--- src/sv/pwrc_pkg.sv ---
// ----------------------------------------------------------------------------
// pwrc_pkg: shared constants and helpers of the recurrence checksum core
// Recurrence coefficients, modulus and the end-around-carry reduction.
// ----------------------------------------------------------------------------
package pwrc_pkg;

  localparam int unsigned ByteW  = 8;
  localparam int unsigned TermW  = 16;
  localparam int unsigned ProdW  = 25;   // (255 + 255) * 65534 < 2^25

  localparam logic [TermW-1:0] Modulus    = 16'hFFFF;
  localparam logic [TermW-1:0] FirstPrev  = 16'd1;
  localparam logic [TermW-1:0] ResetCurr  = 16'd0;
  localparam logic [ByteW-1:0] FirstBias  = 8'd7;
  localparam logic [ByteW-1:0] AlphaCoef  = 8'd17;
  localparam logic [ByteW-1:0] BetaCoef   = 8'd31;

  // Reduce a product-sized value mod 2^16-1: fold the high bits onto the
  // low half, then one conditional subtract.
  function automatic logic [TermW-1:0] fold_mod(input logic [ProdW-1:0] x);
    logic [TermW:0] sum;
    sum = {8'b0, x[ProdW-1:TermW]} + {1'b0, x[TermW-1:0]};
    if (sum >= {1'b0, Modulus}) begin
      sum = sum - {1'b0, Modulus};
    end
    return sum[TermW-1:0];
  endfunction

endpackage

--- src/sv/position_weighted_recurrence_checksum_core.sv ---
// ----------------------------------------------------------------------------
// position_weighted_recurrence_checksum_core: byte-serial recurrence checksum
// Runs a position-weighted two-term recurrence mod 65535 over a byte stream
// and emits the newest term on the byte flagged as the last of a message.
// ----------------------------------------------------------------------------
//
//  Channel | Direction | Handshake                | Payload
//  --------+-----------+--------------------------+---------------------------
//  in      | sink      | in_valid_i / in_stall_o  | data_byte_i, last_byte_i
//  out     | source    | out_valid_o / out_stall_i| checksum_o
//
//  One byte is taken every cycle unless the input stalls. A byte is held in
//  the input register, then updates the recurrence state; the checksum of a
//  message is loaded into the output register when its last byte leaves the
//  input register. The rate is set by the recurrence loop: one
//  multiply-subtract plus mod-65535 fold per cycle.
//  rst_ni (asynchronous, active low) clears the valid flags and returns the
//  recurrence to the start of a message. Input stalls only while a checksum
//  waits in the output register and the next buffered byte also ends a
//  message.
//
module position_weighted_recurrence_checksum_core
  import pwrc_pkg::*;
(
  input  logic             clk_i,
  input  logic             rst_ni,
  input  logic             in_valid_i,
  output logic             in_stall_o,
  input  logic [ByteW-1:0] data_byte_i,
  input  logic             last_byte_i,
  output logic             out_valid_o,
  input  logic             out_stall_i,
  output logic [TermW-1:0] checksum_o
);

  // Input register
  logic             s1_valid_q, s1_valid_d;
  logic [ByteW-1:0] s1_byte_q;
  logic             s1_last_q;

  // Recurrence state
  logic [TermW-1:0] prev_q, prev_d;
  logic [TermW-1:0] curr_q, curr_d;
  logic [ByteW-1:0] pos_q, pos_d;
  logic             first_q, first_d;

  // Result register
  logic             out_valid_q, out_valid_d;
  logic [TermW-1:0] checksum_q;

  logic             in_accept;
  logic             advance;
  logic             load_result;

  logic [ByteW-1:0] alpha;
  logic [ByteW-1:0] beta;
  logic [ByteW:0]   weight;
  logic [ProdW-1:0] prod_a;
  logic [ProdW-1:0] prod_b;
  logic             diff_ge;
  logic [ProdW-1:0] diff_mag;
  logic [TermW-1:0] diff_red;
  logic [TermW-1:0] next_term;
  logic [TermW-1:0] term_new;

  // Handshake: the buffered byte moves on unless it ends a message while the
  // previous checksum is still held at the output.
  assign advance    = s1_valid_q && !(s1_last_q && out_valid_q && out_stall_i);
  assign in_stall_o = s1_valid_q && !advance;
  assign in_accept  = in_valid_i && !in_stall_o;
  assign load_result = advance && s1_last_q;

  // Position weights; only the position mod 256 matters.
  assign alpha  = 8'(pos_q * AlphaCoef);
  assign beta   = 8'(pos_q * BetaCoef);
  assign weight = {1'b0, s1_byte_q} + {1'b0, alpha};

  assign prod_a = {16'b0, weight} * {9'b0, curr_q};
  assign prod_b = {17'b0, beta} * {9'b0, prev_q};

  // Signed difference as magnitude plus sign. A negative difference wraps
  // through 2^64, which is 1 mod 65535, so it maps to (1 - |D|) mod 65535.
  always_comb begin
    diff_ge  = prod_a >= prod_b;
    diff_mag = diff_ge ? (prod_a - prod_b) : (prod_b - prod_a);
    diff_red = fold_mod(diff_mag);
    if (diff_ge) begin
      next_term = diff_red;
    end else if (diff_red == '0) begin
      next_term = 16'd1;
    end else if (diff_red == 16'd1) begin
      next_term = '0;
    end else begin
      next_term = ~diff_red + 16'd1;   // 65536 - r
    end
  end

  // Newest term after this byte: the first byte seeds it directly.
  assign term_new = first_q ? ({8'b0, s1_byte_q} + {8'b0, FirstBias}) : next_term;

  always_comb begin
    prev_d  = prev_q;
    curr_d  = curr_q;
    pos_d   = pos_q;
    first_d = first_q;
    if (advance) begin
      if (s1_last_q) begin
        // Message done: drop back to the start-of-message state.
        prev_d  = FirstPrev;
        curr_d  = ResetCurr;
        pos_d   = '0;
        first_d = 1'b1;
      end else begin
        prev_d  = first_q ? FirstPrev : curr_q;
        curr_d  = term_new;
        pos_d   = pos_q + 8'd1;
        first_d = 1'b0;
      end
    end
  end

  always_comb begin
    if (in_accept) begin
      s1_valid_d = 1'b1;
    end else if (advance) begin
      s1_valid_d = 1'b0;
    end else begin
      s1_valid_d = s1_valid_q;
    end
  end

  always_comb begin
    if (load_result) begin
      out_valid_d = 1'b1;
    end else if (!out_stall_i) begin
      out_valid_d = 1'b0;
    end else begin
      out_valid_d = out_valid_q;
    end
  end

  always_ff @(posedge clk_i or negedge rst_ni) begin
    if (!rst_ni) begin
      s1_valid_q  <= 1'b0;
      out_valid_q <= 1'b0;
      prev_q      <= FirstPrev;
      curr_q      <= ResetCurr;
      pos_q       <= '0;
      first_q     <= 1'b1;
    end else begin
      s1_valid_q  <= s1_valid_d;
      out_valid_q <= out_valid_d;
      prev_q      <= prev_d;
      curr_q      <= curr_d;
      pos_q       <= pos_d;
      first_q     <= first_d;
    end
  end

  // Payload registers: hold unless a new transaction lands.
  always_ff @(posedge clk_i) begin
    if (in_accept) begin
      s1_byte_q <= data_byte_i;
      s1_last_q <= last_byte_i;
    end
    if (load_result) begin
      checksum_q <= term_new;
    end
  end

  assign out_valid_o = out_valid_q;
  assign checksum_o  = checksum_q;

  // Assertions
  a_checksum_range: assert property (@(posedge clk_i) disable iff (!rst_ni)
    out_valid_q |-> checksum_q != Modulus)
    else $error("checksum outside 0..65534");

  a_restart_after_last: assert property (@(posedge clk_i) disable iff (!rst_ni)
    load_result |=> first_q && pos_q == '0 && curr_q == ResetCurr)
    else $error("state not returned to message start after last byte");

  a_mid_message: assert property (@(posedge clk_i) disable iff (!rst_ni)
    (advance && !s1_last_q) |=> !first_q && prev_q != Modulus)
    else $error("message start flag set inside a message");

  a_stall_cause: assert property (@(posedge clk_i) disable iff (!rst_ni)
    in_stall_o |-> out_valid_q && out_stall_i && s1_last_q)
    else $error("input stalled without a held checksum");

endmodule

--- config.mk ---
export PLATFORM = sky130hd
export DESIGN_NAME = position_weighted_recurrence_checksum_core
export DESIGN_NICKNAME = d
export VERILOG_FILES = /design/src/sv/pwrc_pkg.sv /design/src/sv/position_weighted_recurrence_checksum_core.sv
export SDC_FILE = /design/constraint.sdc
export NUM_CORES = 1
export LEC_CHECK = 0
export CORE_ASPECT_RATIO = 2
export CORE_MARGIN = 2
export CORE_UTILIZATION = 50
export CTS_CLUSTER_SIZE = 12
export DETAILED_ROUTE_END_ITERATION = 6
export DONT_BUFFER_PORTS = 1
export GPL_TIMING_DRIVEN = 0
export PLACE_DENSITY = 0.75
export SLEW_MARGIN = 25
export SYNTH_ARGS = -nofsm -noshare
export SYNTH_HDL_FRONTEND = slang
export SYNTH_SLANG_ARGS = --single-unit
--- constraint.sdc ---
create_clock -name clk_i -period 34.8 [get_ports clk_i]
set_input_delay 3.48 -clock clk_i [delete_from_list [all_inputs] [get_ports clk_i]]
set_output_delay 3.48 -clock clk_i [all_outputs]
set_load 0.03 [all_outputs]
After elaboration in Yosys (flattened, before gate mapping):

Index checks and enable logic that the tools add are counted.

* add/sub/neg operators: 8
* divide/modulo/power cells: 0
* bitwise gates (word level): 1
* magnitude comparators: 2
* reduce and logical (&&, ||, !) cells: 11
* muxes and demuxes: 15
* equal/unequal tests: 2
* multiply operators: 4
* shift-type cells: 0

Operators by type and width (count)
* two-way mux 16 bit: 8
* greater-or-equal comparator 25 x 24 -> 1 bit: 1
* multiplier 9 x 16 -> 25 bit: 1
* two-way mux 25 bit: 1
* subtractor 24 x 25 -> 25 bit: 1
* subtractor 25 x 24 -> 25 bit: 1
* multiplier 8 x 16 -> 24 bit: 1
* adder 9 x 16 -> 17 bit: 1
* greater-or-equal comparator 17 x 16 -> 1 bit, second input constant: 1
* adder 16 x 1 -> 16 bit, second input constant: 1
* == test 16 x 1 -> 1 bit, second input constant: 1
* logical NOT 16 bit: 1
* multiplier 8 x 5 -> 8 bit, second input constant: 2
* inverter 16 bit: 1
* subtractor 16 bit, second input constant: 1
* adder 8 x 3 -> 9 bit, second input constant: 1
* adder 8 x 8 -> 9 bit: 1
* adder 8 x 1 -> 8 bit, second input constant: 1
* two-way mux 8 bit: 1
* logical AND 1 bit: 6
* two-way mux 1 bit: 5
* logical NOT 1 bit: 3
* inequality test 2 x 1 -> 1 bit, second input constant: 1
* nonzero test 2 bit: 1

* latch bits: 0
* bits in read-only memories: 0
* bits in writable memories: 0
* word-level logic and storage cells: 52
* output and inout port bits: 18
* bits of input ports: 13
* memories: 0
* register bits after elaboration: 68

Longest topological paths before layout:

* depth after elaboration: 15
* mapped depth: 69
* mapped depth without buffers: 64

Worst setup path before layout:

No wires, ideal clock.

* path type: reg2reg
* start: register pos_q[1]
* end: register checksum_q[0], in the netlist checksum_o[0] (data pin)
* clock period less this slack: 14.918 ns
* library setup time: 0.255 ns
* cell stages (with the launch flop): 62
* slack: 19.882 ns
* arrival: 14.664 ns
* data required time: 34.545 ns
* buffers on the path: 5
* cells stage by stage: dfrtp_1 > fa_1 > inv_1 > fa_1 > inv_1 > fa_1 > maj3_1 > a21oi_1 > xnor2_1 > clkbuf_1 > and2_1 > fa_1 > inv_1 > fa_1 > fa_1 > fa_1 > inv_1 > ha_1 > (+26 left out) > xnor2_1 > ha_1 > or4_1 > o21ai_0 > o21ba_2 > xnor2_1 > nor4_1 > o211ai_1 > inv_1 > o311ai_1 > a2111oi_4 > or2_1 > buf_6 > a21oi_1 > a2111o_1 > o41a_1 > a211o_1 > and2_1

* longest elaborated chain between the ends: 14
* elaborated cells on any way between the ends: 21
* those cells by class: 6 x add/sub; 4 x mul; 2 x order compare; 1 x eq/ne; 6 x mux; 1 x bitwise; 1 x reduce/logical

Ends and longest elaborated chain
* start: declaration: line position_weighted_recurrence_checksum_core.sv:44 `logic [ByteW-1:0] pos_q, pos_d;`
* start signal: assignment: line position_weighted_recurrence_checksum_core.sv:155 `pos_q <= pos_d;`
* multiplier 8 x 5 -> 8 bit: line position_weighted_recurrence_checksum_core.sv:74 `assign alpha = 8'(pos_q * AlphaCoef);`
* adder 8 x 8 -> 9 bit: line position_weighted_recurrence_checksum_core.sv:76 `assign weight = {1'b0, s1_byte_q} + {1'b0, alpha};`
* multiplier 9 x 16 -> 25 bit: line position_weighted_recurrence_checksum_core.sv:78 `assign prod_a = {16'b0, weight} * {9'b0, curr_q};`
* subtractor 24 x 25 -> 25 bit, or another cell as far along: line position_weighted_recurrence_checksum_core.sv:85 `diff_mag = diff_ge ? (prod_a - prod_b) : (prod_b - prod_a);`
* two-way mux 25 bit: line position_weighted_recurrence_checksum_core.sv:85
* adder 9 x 16 -> 17 bit: line pwrc_pkg.sv:22 `sum = {8'b0, x[ProdW-1:TermW]} + {1'b0, x[TermW-1:0]};`
* subtractor 16 bit / greater-or-equal comparator 17 x 16 -> 1 bit (equally long branches): line pwrc_pkg.sv:24, pwrc_pkg.sv:23
* two-way mux 16 bit: line pwrc_pkg.sv:23 `if (sum >= {1'b0, Modulus}) begin`
* inverter 16 bit: line position_weighted_recurrence_checksum_core.sv:94 `next_term = ~diff_red + 16'd1;`
* adder 16 x 1 -> 16 bit: line position_weighted_recurrence_checksum_core.sv:94
* two-way mux 16 bit: line position_weighted_recurrence_checksum_core.sv:91 `end else if (diff_red == 16'd1) begin`
* two-way mux 16 bit: line position_weighted_recurrence_checksum_core.sv:89 `end else if (diff_red == '0) begin`
* two-way mux 16 bit (*): line position_weighted_recurrence_checksum_core.sv:87 `if (diff_ge) begin`
* two-way mux 16 bit (*): line position_weighted_recurrence_checksum_core.sv:99 `assign term_new = first_q ? ({8'b0, s1_byte_q} + {8'b0, FirstBias}) : next_term;`
* via term_new[0]: line position_weighted_recurrence_checksum_core.sv:64 `logic [TermW-1:0] term_new;`
* end signal: assignment: line position_weighted_recurrence_checksum_core.sv:167 `checksum_q <= term_new;`
* end: declaration: line position_weighted_recurrence_checksum_core.sv:49 `logic [TermW-1:0] checksum_q;`

Mark *: on every way through the listed nets, which the timed path passes. The rest lies on a longest branch.
A chain may end at the register's enable or synchronous reset.

Worst setup path in the final report:

* start: register pos_q[1]
* end: register curr_q[3]

* longest elaborated chain between the ends: 15
* elaborated cells on any way between the ends: 22
* those cells by class: 6 x add/sub; 4 x mul; 2 x order compare; 1 x eq/ne; 7 x mux; 1 x bitwise; 1 x reduce/logical

Ends and longest elaborated chain
* multiplier 8 x 5 -> 8 bit: line position_weighted_recurrence_checksum_core.sv:74
* adder 8 x 8 -> 9 bit: line position_weighted_recurrence_checksum_core.sv:76
* multiplier 9 x 16 -> 25 bit: line position_weighted_recurrence_checksum_core.sv:78
* subtractor 24 x 25 -> 25 bit, or another cell as far along: line position_weighted_recurrence_checksum_core.sv:85
* two-way mux 25 bit: line position_weighted_recurrence_checksum_core.sv:85
* adder 9 x 16 -> 17 bit: line pwrc_pkg.sv:22
* subtractor 16 bit / greater-or-equal comparator 17 x 16 -> 1 bit (equally long branches): line pwrc_pkg.sv:24, pwrc_pkg.sv:23
* two-way mux 16 bit: line pwrc_pkg.sv:23
* inverter 16 bit: line position_weighted_recurrence_checksum_core.sv:94
* adder 16 x 1 -> 16 bit: line position_weighted_recurrence_checksum_core.sv:94
* two-way mux 16 bit: line position_weighted_recurrence_checksum_core.sv:91
* two-way mux 16 bit: line position_weighted_recurrence_checksum_core.sv:89
* two-way mux 16 bit (*): line position_weighted_recurrence_checksum_core.sv:87
* two-way mux 16 bit (*): line position_weighted_recurrence_checksum_core.sv:99
* via term_new[3]: line position_weighted_recurrence_checksum_core.sv:64
* two-way mux 16 bit (*): line position_weighted_recurrence_checksum_core.sv:107 `if (s1_last_q) begin`
* end signal: assignment: line position_weighted_recurrence_checksum_core.sv:147 `curr_q <= ResetCurr;`
* end signal: assignment: line position_weighted_recurrence_checksum_core.sv:154 `curr_q <= curr_d;`
* end: declaration: line position_weighted_recurrence_checksum_core.sv:43 `logic [TermW-1:0] curr_q, curr_d;`

Marks and branches as above.

==> impl_metrics.tcl <==
set metrics [dict create \
    place_congestion 1.01 \
    cts_tree "yes" \
    worstPathMaxFanout 10 \
    cts-root-buf "clkbuf_16" \
    vias 14000 \
    outcome "completed" \
    n_antenna_cell 0 \
    synth_warnings 0 \
    postRouteAntennaNets 0 \
    worstPathRequired_ns 35.03 \
    fin_crit_ns 19.43 \
    finalCritPeriodShare_pct 55.8 \
    synth_edf_count 25 \
    dp_cells 2355 \
    fp.dieW_um 131 \
    grt_pass1_vias 14800 \
    ios 31 \
    ctsResizeCount 0 \
    grt_max_degree 44 \
    grtUsageTotal_pct 29.6 \
    gr-total-overflow 0 \
    synth_flop_cell "dfrtp_1" \
    async_reset_ff_share_pct 63.2 \
    max_freq_mhz 51.5 \
    layout-drive-gt1-share_pct 3.76 \
    fin_ws_ns 15.37 \
    setup_violations 0 \
    clockBufferDepth 2 \
    drtIter0Drc 946 \
    pre_cts_ws_ns 15.76 \
    syn-num-nets 2308 \
    yosysSeqAreaShare_pct 11.3 \
    dieArea_mm2 0.0338 \
    route.detailed.drc 0 \
    viasPerCell 5.90 \
    synth_area_mm2 0.0161 \
    slew-limit-headroom_pct 35.6 \
    grt_setup_unrepaired "no" \
    cts-hold-fix-buffers 0 \
    coreArea_mm2 0.0320 \
    maxCapViolCount 0 \
    fill_cells 2994 \
    avgSynthCellArea_um2 8.37 \
    cts_sinks 68 \
    hold_class "reg -> reg" \
    cp.arrival_ns 19.66 \
    nets 2320 \
    cts_htree_levels 3 \
    dp_hpwl_mm 40.5 \
    cp-end-kind "register" \
    timing.setup.tns_ns 0 \
    grt_first_pass_wirelength_mm 76.8 \
    finClkSkew_ns 0.00726 \
    critPathKind "reg -> reg" \
    finalMaxSlewViolations 0 \
    fp.dieH_um 258 \
    yosysUniqueCellTypes 86 \
    start_kind "register" \
    max_stage_delay_ns 0.71 \
    antenna_found_initial 0 \
    wire_per_inst_um 20.3 \
    critPathSlowestCell "a2111oi_0" \
    cts_buffers 9 \
    crit_path_frequent_cell "fa_1" \
    clkSlewWorstSetupHoldPaths_ns 0.06 \
    postCtsSetupRepairBufs 0 \
    tightest_slew_ns 0.959 \
    start_util_pct 50.4 \
    ys_ff_latch 68 \
    final-hold-violation-count 0 \
    netlist_instances 1927 \
    area_delta_synth_final_pct 5.35 \
    numPortBuffers 0 \
    first_pass_iters 6 \
    layoutNonFillerInstCount 2371 \
    routed_wl_mm 48.2 \
    fp-row-count 93 \
    clk_latency_ns 0.34 \
]
==> flip-flops by register name, indices dropped and copies added, names as in the netlist <==
| name | count |
|---|---|
| curr_q | 16 |
| s1_last_q | 1 |
| prev_q | 16 |
| out_valid_o | 1 |
| s1_byte_q | 8 |
| first_q | 1 |
| pos_q | 8 |
| s1_valid_q | 1 |
| checksum_o | 16 |
==> cells in the final DEF (no fill, tap or decap), types with 25 or more instances in the layout <==
| master | instances |
|---|---|
| inv_1 | 295 |
| nand2_1 | 236 |
| fa_1 | 197 |
| ha_1 | 171 |
| and2_1 | 140 |
| a21oi_1 | 96 |
| xnor2_1 | 81 |
| nor2_1 | 72 |
| clkbuf_1 | 55 |
| o21ai_0 | 54 |
| xor2_1 | 45 |
| nand3_1 | 43 |
| dfrtp_1 | 41 |
| a21o_1 | 39 |
| o21bai_1 | 25 |
| nor2b_1 | 25 |
| edfxtp_1 | 25 |
==> routing by layer <==
| metal | vias to the layer above | global-route usage, % | wire length [um] |
|---|---|---|---|
| li1 | 6334 | - | - |
| met2 | 583 | 53.5 | 25700 |
| met5 | - | 0 | 0 |
| met1 | 6816 | 29.3 | 15300 |
| met4 | 0 | 24.5 | 5210 |
| met3 | 248 | 3.13 | 2020 |
==> area by class of cell <==
cell class | instances | area [um2] | area share, %
Multi-Input combinational cell | 1489 | 12900 | 75.9
Sequential cell | 68 | 1830 | 10.8
Inverter | 295 | 1110 | 6.51
Tap cell | 427 | 534 | 3.14
Buffer | 75 | 310 | 1.83
Clock buffer | 9 | 225 | 1.32
Clock inverter | 7 | 82.6 | 0.486
Timing Repair Buffer | 1 | 11.3 | 0.0662
==> cells by family (layout without fill, tap and decap cells) <==
| logic type | Yosys count | after routing | synth area share [%] |
|---|---|---|---|
| multiplexers | 13 | 13 | 0.923 |
| AND/OR/NAND/NOR | 631 | 631 | 19.6 |
| adder cells (fa/ha/maj) | 371 | 371 | 37.9 |
| XOR/XNOR | 127 | 127 | 6.89 |
| buffers and inverters | 370 | 387 | 8.78 |
| flip-flops | 68 | 68 | 11.3 |
| AO/OA/AOI/OAI | 347 | 347 | 14.6 |
==> worst max-delay path: cells and delay by family (launching register included) <==
kind                       cells  cell delay, ns
AOI/OAI and AO/OA             23            6.21
adders and majority gates     10            4.68
and+or+nand+nor               12            3.57
buffers and inverters         11            2.90
xor gates and xnor gates       4            1.37
DFF                            1            0.53
==> through the flow <==
stage          hold slack (ns)  area (um2)  util (%)
3_3_place_gp             0.481       16700      52.1
6_report                 0.514       17000      53.1
4_1_cts                  0.511       17000      53.1
2_1_floorplan            0.459       16100         -
5_1_grt                  0.528       17000      53.1
3_5_place_dp             0.499       16700      52.2
==> worst paths after layout <==
kind / start / endpoint / slack [ns] / depth (start not counted)
worst min register to register: curr_q[2] / curr_q[2] / 0.51 / 1
worst max register to register: pos_q[1] / curr_q[3] / 15.37 / 60
max in group asynchronous: rst_ni / prev_q[0] / 31.79 / 0
worst min-delay path: curr_q[2] / curr_q[2] / 0.51 / 1
worst max-delay path: pos_q[1] / curr_q[3] / 15.37 / 60
min in group asynchronous: rst_ni / pos_q[7] / 2.83 / 0
==> synthesized netlist by cell type (39+ instances only) <==
| library cell | instances | area share [%] |
|---|---|---|
| a21o_1 | 39 | 1.8 |
| a21oi_1 | 96 | 3.0 |
| and2_1 | 140 | 5.4 |
| clkbuf_1 | 55 | 1.3 |
| dfrtp_1 | 41 | 6.4 |
| fa_1 | 197 | 24 |
| ha_1 | 171 | 13 |
| inv_1 | 295 | 6.9 |
| nand2_1 | 236 | 5.5 |
| nand3_1 | 43 | 1.3 |
| nor2_1 | 73 | 1.7 |
| o21ai_0 | 54 | 1.7 |
| xnor2_1 | 82 | 4.5 |
| xor2_1 | 45 | 2.4 |
Power is not shown: default switching activity piles up to over one toggle a cycle in this logic, so the estimate is an artifact.
